[src/rtl/utf8_stream_decoder_top_defines.svh]
// Assertion macros shared by the UTF-8 stream decoder RTL.
// Depends on nothing; expects i_clk and i_rst_n in the including module.
`ifndef UTF8_STREAM_DECODER_TOP_DEFINES_SVH
`define UTF8_STREAM_DECODER_TOP_DEFINES_SVH

// Same-cycle implication, checked out of reset.
`define UTF8SD_ASSERT_NOW(lbl, ante, cons) \
    lbl: assert property (@(posedge i_clk) disable iff (!i_rst_n) (ante) |-> (cons)) \
        else $error("utf8sd same-cycle check failed");

// Next-cycle implication, checked out of reset.
`define UTF8SD_ASSERT_NEXT(lbl, ante, cons) \
    lbl: assert property (@(posedge i_clk) disable iff (!i_rst_n) (ante) |=> (cons)) \
        else $error("utf8sd next-cycle check failed");

`endif

[src/rtl/utf8sd_pkg.sv]
// Types, constants and the lead-byte decode function of the UTF-8 stream decoder.
// Used by utf8sd_decode, utf8sd_emit and utf8_stream_decoder_top; depends on nothing.
`default_nettype none

package utf8sd_pkg;

    localparam int unsigned CP_W = 21;

    localparam logic        ACT_EOS    = 1'b1;
    localparam logic [CP_W-1:0] QMARK  = 21'h00003F;
    localparam logic [7:0]  ASCII_LIMIT = 8'h80;
    localparam logic [7:0]  LEAD_MIN   = 8'hC2;
    localparam logic [7:0]  LEAD_LIMIT = 8'hF5;
    localparam logic [7:0]  LEAD3_MIN  = 8'hE0;
    localparam logic [7:0]  LEAD4_MIN  = 8'hF0;
    localparam logic [7:0]  LEAD_E0    = 8'hE0;
    localparam logic [7:0]  LEAD_F0    = 8'hF0;
    localparam logic [7:0]  LEAD_F4    = 8'hF4;
    localparam logic [7:0]  CONT2_E0_MIN = 8'hA0;
    localparam logic [7:0]  CONT2_F_SPLIT = 8'h90;

    // Open-sequence state.
    typedef struct packed {
        logic [1:0]      needed;
        logic [1:0]      taken;
        logic [7:0]      lead;
        logic [CP_W-1:0] partial;
    } t_dec_state;

    // Results of one request: rep_cnt replacements, then an optional tail.
    typedef struct packed {
        logic [1:0]      rep_cnt;
        logic            tail_v;
        logic [CP_W-1:0] tail_cp;
        logic            tail_rep;
        logic            tail_eos;
    } t_batch;

    // One result item on the output side.
    typedef struct packed {
        logic [CP_W-1:0] cp;
        logic            rep;
        logic            eos;
        logic            last;
    } t_result;

    typedef struct packed {
        t_dec_state      st;
        logic            res_v;
        logic [CP_W-1:0] cp;
        logic            rep;
    } t_lead;

    // Decode a byte as a lead byte from the idle state.
    function automatic t_lead take_lead(input logic [7:0] b);
        t_lead r;
        r = '0;
        if (b < ASCII_LIMIT) begin
            r.res_v = 1'b1;
            r.cp    = {13'd0, b};
        end else if (b < LEAD_MIN || b >= LEAD_LIMIT) begin
            r.res_v = 1'b1;
            r.cp    = QMARK;
            r.rep   = 1'b1;
        end else begin
            r.st.lead = b;
            if (b < LEAD3_MIN) begin
                r.st.needed  = 2'd1;
                r.st.partial = {16'd0, b[4:0]};
            end else if (b < LEAD4_MIN) begin
                r.st.needed  = 2'd2;
                r.st.partial = {17'd0, b[3:0]};
            end else begin
                r.st.needed  = 2'd3;
                r.st.partial = {18'd0, b[2:0]};
            end
        end
        return r;
    endfunction

endpackage

`default_nettype wire

[src/rtl/utf8sd_decode.sv]
// Sequence state and single-pass decode of one request into a result batch.
// Depends on utf8sd_pkg.
`default_nettype none

module utf8sd_decode (
    input  wire logic              i_clk,
    input  wire logic              i_rst_n,
    input  wire logic              i_load,
    input  wire logic              i_action,
    input  wire logic [7:0]        i_byte,
    output utf8sd_pkg::t_batch     o_batch
);

    utf8sd_pkg::t_dec_state r_state;
    utf8sd_pkg::t_dec_state n_state;
    utf8sd_pkg::t_lead      w_lead;
    logic                   w_ok;
    logic [utf8sd_pkg::CP_W-1:0] w_shifted;

    always_comb begin
        n_state   = r_state;
        o_batch   = '0;
        w_lead    = utf8sd_pkg::take_lead(i_byte);
        w_shifted = {r_state.partial[utf8sd_pkg::CP_W-7:0], i_byte[5:0]};
        w_ok      = (i_byte[7:6] == 2'b10);
        if (r_state.taken == 2'd0) begin
            if (r_state.lead == utf8sd_pkg::LEAD_E0 && i_byte < utf8sd_pkg::CONT2_E0_MIN)
                w_ok = 1'b0;
            if (r_state.lead == utf8sd_pkg::LEAD_F0 && i_byte < utf8sd_pkg::CONT2_F_SPLIT)
                w_ok = 1'b0;
            if (r_state.lead == utf8sd_pkg::LEAD_F4 && i_byte >= utf8sd_pkg::CONT2_F_SPLIT)
                w_ok = 1'b0;
        end

        if (i_action == utf8sd_pkg::ACT_EOS) begin
            // drop any open sequence, emit the end marker
            n_state          = '0;
            o_batch.tail_v   = 1'b1;
            o_batch.tail_eos = 1'b1;
        end else if (r_state.needed == 2'd0) begin
            n_state          = w_lead.st;
            o_batch.tail_v   = w_lead.res_v;
            o_batch.tail_cp  = w_lead.cp;
            o_batch.tail_rep = w_lead.rep;
        end else if (w_ok) begin
            n_state.partial = w_shifted;
            n_state.taken   = r_state.taken + 2'd1;
            n_state.needed  = r_state.needed - 2'd1;
            if (r_state.needed == 2'd1) begin
                n_state         = '0;
                o_batch.tail_v  = 1'b1;
                o_batch.tail_cp = w_shifted;
            end
        end else begin
            // replace lead and taken bytes, then retry the breaking byte as a lead
            o_batch.rep_cnt  = (r_state.taken == 2'd3) ? 2'd3 : r_state.taken + 2'd1;
            n_state          = w_lead.st;
            o_batch.tail_v   = w_lead.res_v;
            o_batch.tail_cp  = w_lead.cp;
            o_batch.tail_rep = w_lead.rep;
        end
    end

    always_ff @(posedge i_clk) begin
        if (!i_rst_n) begin
            r_state <= '0;
        end else if (i_load) begin
            r_state <= n_state;
        end
    end

endmodule

`default_nettype wire

[src/rtl/utf8sd_emit.sv]
// Result register that plays out one batch as a run of result items.
// Depends on utf8sd_pkg.
`default_nettype none

module utf8sd_emit (
    input  wire logic               i_clk,
    input  wire logic               i_rst_n,
    input  wire logic               i_load,
    input  wire utf8sd_pkg::t_batch i_batch,
    input  wire logic               i_ready,
    output logic                    o_valid,
    output logic                    o_free,
    output utf8sd_pkg::t_result     o_result
);

    logic [1:0]                  r_cnt;
    logic                        r_tail_v;
    logic [utf8sd_pkg::CP_W-1:0] r_tail_cp;
    logic                        r_tail_rep;
    logic                        r_tail_eos;
    logic                        w_fire;

    always_comb begin
        o_valid = (r_cnt != 2'd0) || r_tail_v;
        if (r_cnt != 2'd0) begin
            o_result.cp   = utf8sd_pkg::QMARK;
            o_result.rep  = 1'b1;
            o_result.eos  = 1'b0;
            o_result.last = (r_cnt == 2'd1) && !r_tail_v;
        end else begin
            o_result.cp   = r_tail_cp;
            o_result.rep  = r_tail_rep;
            o_result.eos  = r_tail_eos;
            o_result.last = 1'b1;
        end
        w_fire = o_valid && i_ready;
        o_free = !o_valid || (w_fire && o_result.last);
    end

    always_ff @(posedge i_clk) begin
        if (!i_rst_n) begin
            r_cnt    <= 2'd0;
            r_tail_v <= 1'b0;
        end else if (i_load) begin
            r_cnt    <= i_batch.rep_cnt;
            r_tail_v <= i_batch.tail_v;
        end else if (w_fire) begin
            if (r_cnt != 2'd0) begin
                r_cnt <= r_cnt - 2'd1;
            end else begin
                r_tail_v <= 1'b0;
            end
        end
    end

    always_ff @(posedge i_clk) begin
        if (i_load) begin
            r_tail_cp  <= i_batch.tail_cp;
            r_tail_rep <= i_batch.tail_rep;
            r_tail_eos <= i_batch.tail_eos;
        end
    end

endmodule

`default_nettype wire

[src/rtl/utf8_stream_decoder_top.sv]
// UTF-8 stream decoder: bytes in, Unicode code points out, '?' for invalid bytes.
// A request passes the input register, then the result register, on its way to the output.
// Throughput: one request per cycle while each makes at most one result and the
// output does not stall; a broken sequence stalls the input for its extra results (up to 3).
// Reset: synchronous, active low; clears the input register, sequence state and results.
// Depends on utf8sd_pkg, utf8sd_decode, utf8sd_emit and utf8_stream_decoder_top_defines.svh.
`default_nettype none
`include "utf8_stream_decoder_top_defines.svh"

module utf8_stream_decoder_top (
    input  wire logic        i_clk,
    input  wire logic        i_rst_n,
    // input request stream
    input  wire logic        i_s_axis_tvalid,
    output logic             o_s_axis_tready,
    input  wire logic [7:0]  i_s_axis_tdata,   // [7:0] data_byte
    input  wire logic        i_s_axis_tuser,   // [0] action (1 = end of stream)
    // output result stream
    output logic             o_m_axis_tvalid,
    input  wire logic        i_m_axis_tready,
    output logic [23:0]      o_m_axis_tdata,   // [20:0] code_point, [23:21] zero
    output logic [1:0]       o_m_axis_tuser,   // [0] is_replacement, [1] end_of_stream
    output logic             o_m_axis_tlast    // last result of this request
);

    // Input register: one request waiting for the decode stage.
    logic       r_in_v;
    logic       r_in_action;
    logic [7:0] r_in_byte;

    logic                w_free;
    logic                w_load;
    logic                w_in_fire;
    utf8sd_pkg::t_batch  w_batch;
    utf8sd_pkg::t_result w_result;

    // Decode the held request when the result register empties this cycle.
    assign w_load          = r_in_v && w_free;
    assign o_s_axis_tready = !r_in_v || w_load;
    assign w_in_fire       = i_s_axis_tvalid && o_s_axis_tready;

    always_ff @(posedge i_clk) begin
        if (!i_rst_n) begin
            r_in_v <= 1'b0;
        end else if (w_in_fire) begin
            r_in_v <= 1'b1;
        end else if (w_load) begin
            r_in_v <= 1'b0;
        end
    end

    always_ff @(posedge i_clk) begin
        if (w_in_fire) begin
            r_in_action <= i_s_axis_tuser;
            r_in_byte   <= i_s_axis_tdata;
        end
    end

    // Sequence state lives here; advance it as the request moves on.
    utf8sd_decode u_decode (
        .i_clk    (i_clk),
        .i_rst_n  (i_rst_n),
        .i_load   (w_load),
        .i_action (r_in_action),
        .i_byte   (r_in_byte),
        .o_batch  (w_batch)
    );

    // Hold the batch; play replacements, then tail, one per cycle while output is ready.
    utf8sd_emit u_emit (
        .i_clk    (i_clk),
        .i_rst_n  (i_rst_n),
        .i_load   (w_load),
        .i_batch  (w_batch),
        .i_ready  (i_m_axis_tready),
        .o_valid  (o_m_axis_tvalid),
        .o_free   (w_free),
        .o_result (w_result)
    );

    assign o_m_axis_tdata = {3'd0, w_result.cp};
    assign o_m_axis_tuser = {w_result.eos, w_result.rep};
    assign o_m_axis_tlast = w_result.last;

    // End marker is a lone zero result that closes its request.
    `UTF8SD_ASSERT_NOW(a_eos_shape, o_m_axis_tvalid && o_m_axis_tuser[1],
        o_m_axis_tlast && !o_m_axis_tuser[0] && o_m_axis_tdata == 24'd0)
    // Every replacement carries '?'.
    `UTF8SD_ASSERT_NOW(a_rep_is_qmark, o_m_axis_tvalid && o_m_axis_tuser[0],
        o_m_axis_tdata == 24'h00003F && !o_m_axis_tuser[1])
    // Input stalls only while a request waits behind a busy result register.
    `UTF8SD_ASSERT_NOW(a_stall_cause, !o_s_axis_tready, r_in_v && !w_free)
    // A loaded request frees the input register unless a new one came in.
    `UTF8SD_ASSERT_NEXT(a_load_drains, w_load && !w_in_fire, !r_in_v)

endmodule

`default_nettype wire
[config.mk]
export PLATFORM = sky130hd
export DESIGN_NAME = utf8_stream_decoder_top
export DESIGN_NICKNAME = d
export VERILOG_FILES = /design/src/rtl/utf8sd_pkg.sv /design/src/rtl/utf8sd_decode.sv /design/src/rtl/utf8sd_emit.sv /design/src/rtl/utf8_stream_decoder_top.sv
export VERILOG_INCLUDE_DIRS = /design/src /design/src/rtl
export SDC_FILE = /design/constraint.sdc
export NUM_CORES = 1
export LEC_CHECK = 0
export ABC_AREA = 1
export BUFFER_PORTS_ARGS = -buffer_cell sky130_fd_sc_hd__buf_2
export CORE_UTILIZATION = 40
export CTS_CLUSTER_SIZE = 8
export DETAILED_ROUTE_END_ITERATION = 10
export SYNTH_ARGS = -nofsm -noshare
export SYNTH_HDL_FRONTEND = slang
export SYNTH_SLANG_ARGS = --single-unit
export TNS_END_PERCENT = 20
[constraint.sdc]
create_clock -name i_clk -period 2.1 [get_ports i_clk]
set_clock_uncertainty 0.15 [all_clocks]
set_input_delay 0.21 -clock i_clk [delete_from_list [all_inputs] [get_ports i_clk]]
set_output_delay 0.21 -clock i_clk [all_outputs]
set_load 0.03 [all_outputs]
==> results of run 1 <==
-- report_power, final --
part	internal [mW]	leakage, nW	switching (mW)	total (mW)
clock network	0.549	0.0956	0.497	1.05
registers	1.46	0.555	0.0707	1.53
logic	0.447	0.876	1.07	1.52
-- sequential cells by signal, summed over array words and instances, names as in the netlist --
register and flops:
u_emit.r_tail_v 1, r_in_action 1, u_emit.r_tail_rep 1, u_emit.r_tail_eos 1, u_emit.r_tail_cp 21, r_in_byte 8, u_emit.r_cnt 2, u_decode.r_state 27
r_in_v 1
-- worst reg2reg max path, stage by stage (launching register included) --
cell	delay, ns
edfxtp_1	0.54
or2_0	0.26
nand2_1	0.08
nand3_2	0.14
nand2_2	0.16
nor2_4	0.05
nand2_2	0.24
nor2_1	0.08
-- cells by family after synthesis --
kind of cell    count (synthesis)
other cells                     1
compound gates                 55
simple gates                  164
fa+ha+maj                       7
buf+inv                        73
flops                          63
-- Yosys cell counts, drive strengths merged (5+ instances only) --
| library cell | instances | area, um2 |
|---|---|---|
| o21ai | 9 | 45.04 |
| buf | 7 | 63.81 |
| nand2 | 98 | 427.9 |
| ha | 7 | 87.58 |
| clkbuf | 5 | 18.77 |
| nor2 | 40 | 170.2 |
| inv | 60 | 227.7 |
| or2 | 8 | 50.05 |
| nand4 | 5 | 31.28 |
| edfxtp | 32 | 960.9 |
| o211ai | 5 | 37.54 |
| dfxtp | 31 | 620.6 |
| a21oi | 39 | 229.0 |
| nand3 | 12 | 82.58 |
-- repair_timing --
| item | in CTS | in global routing |
|---|---|---|
| endpoints found under the hold margin | 12 | 0 |
| hold buffers | 11 | 0 |
| gates resized for setup | 0 | 2 |
| endpoints found under the setup margin | 0 | 31 |
-- layout make-up --
type	instances	share of cell area
Timing Repair Buffer	56	0.09882
Sequential cell	63	0.4277
Multi-Input combinational cell	229	0.3239
Inverter	61	0.06294
Tap cell	99	0.03350
Clock buffer	9	0.03350
Clock inverter	7	0.01963
-- worst min-delay path by stage --
stage / endpoint / slack [ns] / cells past startpoint
after floorplan: r_in_action / 0.16 / 0
after global placement: r_in_byte[4] / 0.24 / 1
after detailed placement: r_in_action / 0.24 / 1
after CTS: u_emit.r_tail_v / 0.14 / 4
after global routing: u_emit.r_tail_v / 0.20 / 4
final: u_emit.r_tail_v / 0.14 / 4
-- through the flow --
stage | util | area (um2) | worst slack, ns | hold slack (ns)
3_3_place_gp | 0.4619 | 3386 | 0.1728 | 0.2366
6_report | 0.5044 | 3697 | 0.1457 | 0.1447
5_1_grt | 0.5044 | 3697 | 0.002859 | 0.1957
3_5_place_dp | 0.4619 | 3386 | 0.1177 | 0.2383
4_1_cts | 0.5037 | 3692 | 0.05714 | 0.1395
2_1_floorplan | - | 3089 | 0.01732 | 0.1589
-- layer usage --
| metal | wire length [um] | up-vias | GRT usage |
|---|---|---|---|
| li1 | - | 1257 | - |
| met1 | 3046 | 1118 | 0.2183 |
| met2 | 2733 | 43 | 0.2538 |
| met3 | 222 | 7 | 0.04315 |
| met4 | 66 | 0 | 0.06557 |
| met5 | 0 | - | 0 |
==> out/results.ini, run 1 <==
[cells_and_area]
n_fill_cell=715
final_cell_mix=nand2_1, inv_1, buf_2
multi_input_area_mm2=0.001197
fin_nets=440
drive_above_1_share=0.2541
final_common_cell=nand2_1
area_growth_pct=19.98
seqCellArea_mm2=0.001582
n_antenna_cell=0
final_cells=524

[clocking]
insertion_delay_ns=0.34
cts_max_path_buffers=2
h-tree-depth=3
cts_num_sinks=63
clockRootBuffer=clkbuf_8
cts_setup_buffers=0
numCtsBuffers=9
clk_pin_slew_ns=0.07
cts_tree=built

[logic_synthesis]
synth_edf_count=32
synth_seq_area_share=0.5132
synth_top_family_by_area=simple AND/OR/NAND/NOR gates
yosys_warnings=0
synth-async-reset-ratio=0
muxShareOfSynthArea=0
netlist-cell-type-count=30
synth_compound_area_frac=0.1060
synth_ff_type=edfxtp_1
synth_seq_cells=63
synthXorXnorAreaFrac=0
netlist_area_mm2=0.003082
syn_inst=363
avgSynthCellArea_um2=8.490
synth_adder_area_share=0.02842
synth-simple-area-share=0.2489

[route]
dr_total_vias=2425
drt-vias-per-instance=4.628
remaining_drc_errors=0
wl_per_cell_um=11.58
ant_nets=0
initialDrtViolationCount=150
drt_wl_total_um=6069
firstDrtPassIters=4

[timing]
fmax_ghz=0.5117
slew_headroom=0.6141
setup_violations=0
min_period_over_period=0.9306
drv_slew=0
rsz0062_at_grt=no
fin_crit_ns=1.954
tightestPinTransition_ns=0.5780
hold_violations=0
fin_tns_setup_ns=0

[worst_setup_path]
criticalPathCategory=flop to flop
cp_data_required_time_ns=2.03
critPathCaptureType=flop
reg2reg_to=u_emit.r_tail_cp[18]
crit_path_top_delay_cell=edfxtp_1
r2r_cells=7
max_stage_delay_ns=0.54
critPathTopFamily=simple AND/OR/NAND/NOR gates
cp-startpoint=r_in_byte[5]
crit_path_start_kind=flop
timing.critical_path.buf_inv=0
crit_chain=or2_0, nand2_1, nand3_2, nand2_2, nor2_4, nand2_2, nor2_1
critPathMostFrequentCell=nand2_2
cp.depth=7
r2r_slack_ns=0.15
path_max_fanout=14
crit_end=u_emit.r_tail_cp[18]
arrival_ns=1.89
r2r_start=r_in_byte[5]

[power_and_ir_drop]
power_density_mw_per_mm2=1107
p_leak_nw=1.527
ir_drop_v=0.0005201
power_mw=4.092

[place]
io_buffers=38
dpl.hpwl_um=4251
dp_cells=497
place_congestion=0.8899

[global_route]
grt_max_degree=29
grt_usage=0.1640
grt-ovfl-total=0
grt_first_pass_wirelength_um=10580
grt_pass1_vias=2312
antenna_found_initial=0

[min_path]
hp-start=i_m_axis_tready
hold_path.class=primary input to flop

[floorplanning]
core.rowCount=31
die_area_mm2=0.008060
start_util=0.4204
core_area_mm2=0.007331
ios=42
die_y_um=89.78
die_x_um=89.78

[run_status]
status=finished clean

[flow_run]
cap_violations=0

Power figures use the tool's default switching activity.
==> run 2, diff against run 1 <==
==> constraint.sdc (replaced) <==
create_clock -name i_clk -period 1.8 [get_ports i_clk]
set_clock_uncertainty 0.15 [all_clocks]
set_input_delay 0.18 -clock i_clk [delete_from_list [all_inputs] [get_ports i_clk]]
set_output_delay 0.18 -clock i_clk [all_outputs]
set_load 0.03 [all_outputs]
==> run 2 against run 1 <==
The run now ends with negative setup slack left. Power grew 37%. Combinational power grew 60%. Core utilization grew 6.7 points. Cell area grew 13%. Largest cell class unchanged. Largest power group is now combinational cells. Critical path type unchanged.
==> out/results.ini, run 2 (synthesized netlist as in run 1, its figures left out) <==
[route]
wl_met2_um=3350  ; +23%
remaining_drc_errors=0  ; unchanged
dr_total_vias=2573  ; +6.1%
top_layer=met4
ant_nets=0  ; unchanged
wl_met3_um=259  ; +17%
wl_met1_um=3094  ; +1.6%
drt-vias-per-instance=4.687  ; +1.3%
initialDrtViolationCount=100  ; -33%
wl_per_cell_um=12.49  ; +7.9%
firstDrtPassIters=4  ; unchanged
drt_wl_total_um=6859  ; +13%

[timing]
fin_crit_ns=1.815  ; -0.1389 ns
rsz0062_at_grt=yes
tightestPinTransition_ns=0.6022  ; +0.02417 ns
fmax_ghz=0.5508  ; +7.6%
setup_slack_ns=-0.01542  ; -0.1611 ns
slew_headroom=0.5979  ; -0.01614
drv_slew=0  ; unchanged
setup_violations=1  ; +1
min_period_over_period=1.009  ; +0.07795
hold_violations=0  ; unchanged

[clocking]
numCtsBuffers=9  ; unchanged
cts_tree=built
cts_max_path_buffers=2  ; unchanged
clockRootBuffer=clkbuf_8
cts_num_sinks=63  ; unchanged
insertion_delay_ns=0.35  ; about the same
clk_pin_slew_ns=0.07  ; about the same
h-tree-depth=3  ; unchanged

[worst_setup_path]
critPathTopFamily=simple AND/OR/NAND/NOR gates
path_max_fanout=7  ; -7
crit_chain=o21ai_0, nand2_1, nand3_4, nand2_4, nor2_4, nand3_1, a21oi_1
critPathCaptureType=flop
max_stage_delay_ns=0.50  ; -0.04 ns
arrival_ns=1.87  ; -0.02 ns
crit_path_top_delay_cell=edfxtp_1
criticalPathCategory=flop to flop
cp_data_required_time_ns=1.85  ; -0.18 ns
timing.critical_path.buf_inv=0  ; unchanged
crit_path_start_kind=flop

[cells_and_area]
post-route-util=0.5718  ; +0.06742
final_common_cell=nand2_1
final_area_mm2=0.004192  ; +13%
largest_registers=u_decode.r_state (27), u_emit.r_tail_cp (21), r_in_byte (8)
final_cell_mix=nand2_1, inv_1, nor2_1
multi_input_area_mm2=0.001306  ; +9.1%
area_growth_pct=36.01
largest_reg_flops=27  ; unchanged
top_register=u_decode.r_state
fin_nets=465  ; +5.7%
drive_above_1_share=0.3311  ; +0.07699
n_antenna_cell=0  ; unchanged
seqCellArea_mm2=0.001584  ; +0.16%
n_fill_cell=674  ; -5.7%

[global_route]
grt_usage=0.1742  ; +0.01016
grt_pass1_vias=2427  ; +5.0%
grt-ovfl-total=0  ; unchanged
grt_max_degree=29  ; unchanged
grt_first_pass_wirelength_um=11150  ; +5.3%
antenna_found_initial=0  ; unchanged

[floorplanning]
die_x_um=89.78  ; unchanged
die_y_um=89.78  ; unchanged
core.rowCount=31  ; unchanged
die_area_mm2=0.008060  ; unchanged
core_area_mm2=0.007331  ; unchanged
start_util=0.4204  ; unchanged
ios=42  ; unchanged

[place]
place_congestion=0.8915  ; +0.18%
io_buffers=38  ; unchanged
placed_area_mm2=0.003563  ; +5.2%
dpl.hpwl_um=4648  ; +9.3%

[power_and_ir_drop]
ir_drop_v=0.0005666  ; +8.9%
power_density_mw_per_mm2=1340  ; +21%
p_leak_nw=1.737  ; +14%

[min_path]
hold_path.class=primary input to flop

[flow_run]
cap_violations=0  ; unchanged

[run_status]
violations=negative setup slack
status=finished with violations

-- run 2: cell count changes in the layout (fill, tap and decap cells not counted), sizes merged --
cell / before / now
buf: 45 / 69
clkinv: 4 / 2
bufinv: 1 / 2
clkbuf: 9 / 10
nand2: 98 / 99
-- run 2: metal layers --
layer	up-vias	GRT usage
met5	-	0
met4	0	0.07514
met3	16	0.03553
met2	60	0.2782
met1	1188	0.2290
li1	1309	-
-- run 2: per-stage QoR --
stage	setup WS, ns	instances	total power, mW	setup TNS (ns)	hold slack [ns]
2_1_floorplan	0.01763	365	3.276	0	0.1289
3_3_place_gp	-0.03150	511	3.776	-0.4075	0.2074
3_5_place_dp	-0.07389	511	3.799	-0.8468	0.2091
4_1_cts	-0.004637	538	5.363	-0.02379	0.1079
5_1_grt	-0.09886	549	5.918	-1.334	0.2205
6_report	-0.01542	549	5.619	-0.01542	0.1096
-- run 2: power by group --
group | internal [mW] | leakage [nW] | switching (mW) | total (mW)
clock | 0.824 | 0.109 | 0.577 | 1.40
sequential | 1.70 | 0.556 | 0.0836 | 1.79
combinational | 0.988 | 1.07 | 1.44 | 2.43
-- run 2: worst reg2reg max path: cells and delay by family, from the launching register on --
| family | cells | cell delay [ns] |
|---|---|---|
| AOI/OAI and AO/OA | 2 | 0.36 |
| DFF | 1 | 0.50 |
| and+or+nand+nor | 5 | 0.67 |
-- run 2: timing repair --
action                                 4_1_cts  5_1_grt
setup buffers                                0       10
endpoints found under the hold margin       13        0
gates cloned                                 0        1
hold buffers                                11        0
pin swaps                                    0        6
setup endpoints to repair                   36       71
gates resized for setup                     22       61
-- run 2: layout make-up --
class	instances	share of cell area
Clock buffer	10	0.03284
Clock inverter	6	0.02209
Inverter	61	0.06000
Multi-Input combinational cell	230	0.3116
Sequential cell	63	0.3779
Tap cell	99	0.02955
Timing Repair Buffer	80	0.1660
-- run 2: final timing paths --
| kind | startpoint | to | slack [ns] | cells past startpoint |
|---|---|---|---|---|
| min reg2reg | u_decode.r_state[28] | u_decode.r_state[28] | 0.31 | 2 |
| max reg2reg | r_in_byte[5] | u_emit.r_tail_cp[4] | -0.02 | 7 |
| min | i_m_axis_tready | u_emit.r_tail_v | 0.11 | 4 |
| max | r_in_byte[5] | u_emit.r_tail_cp[4] | -0.02 | 7 |
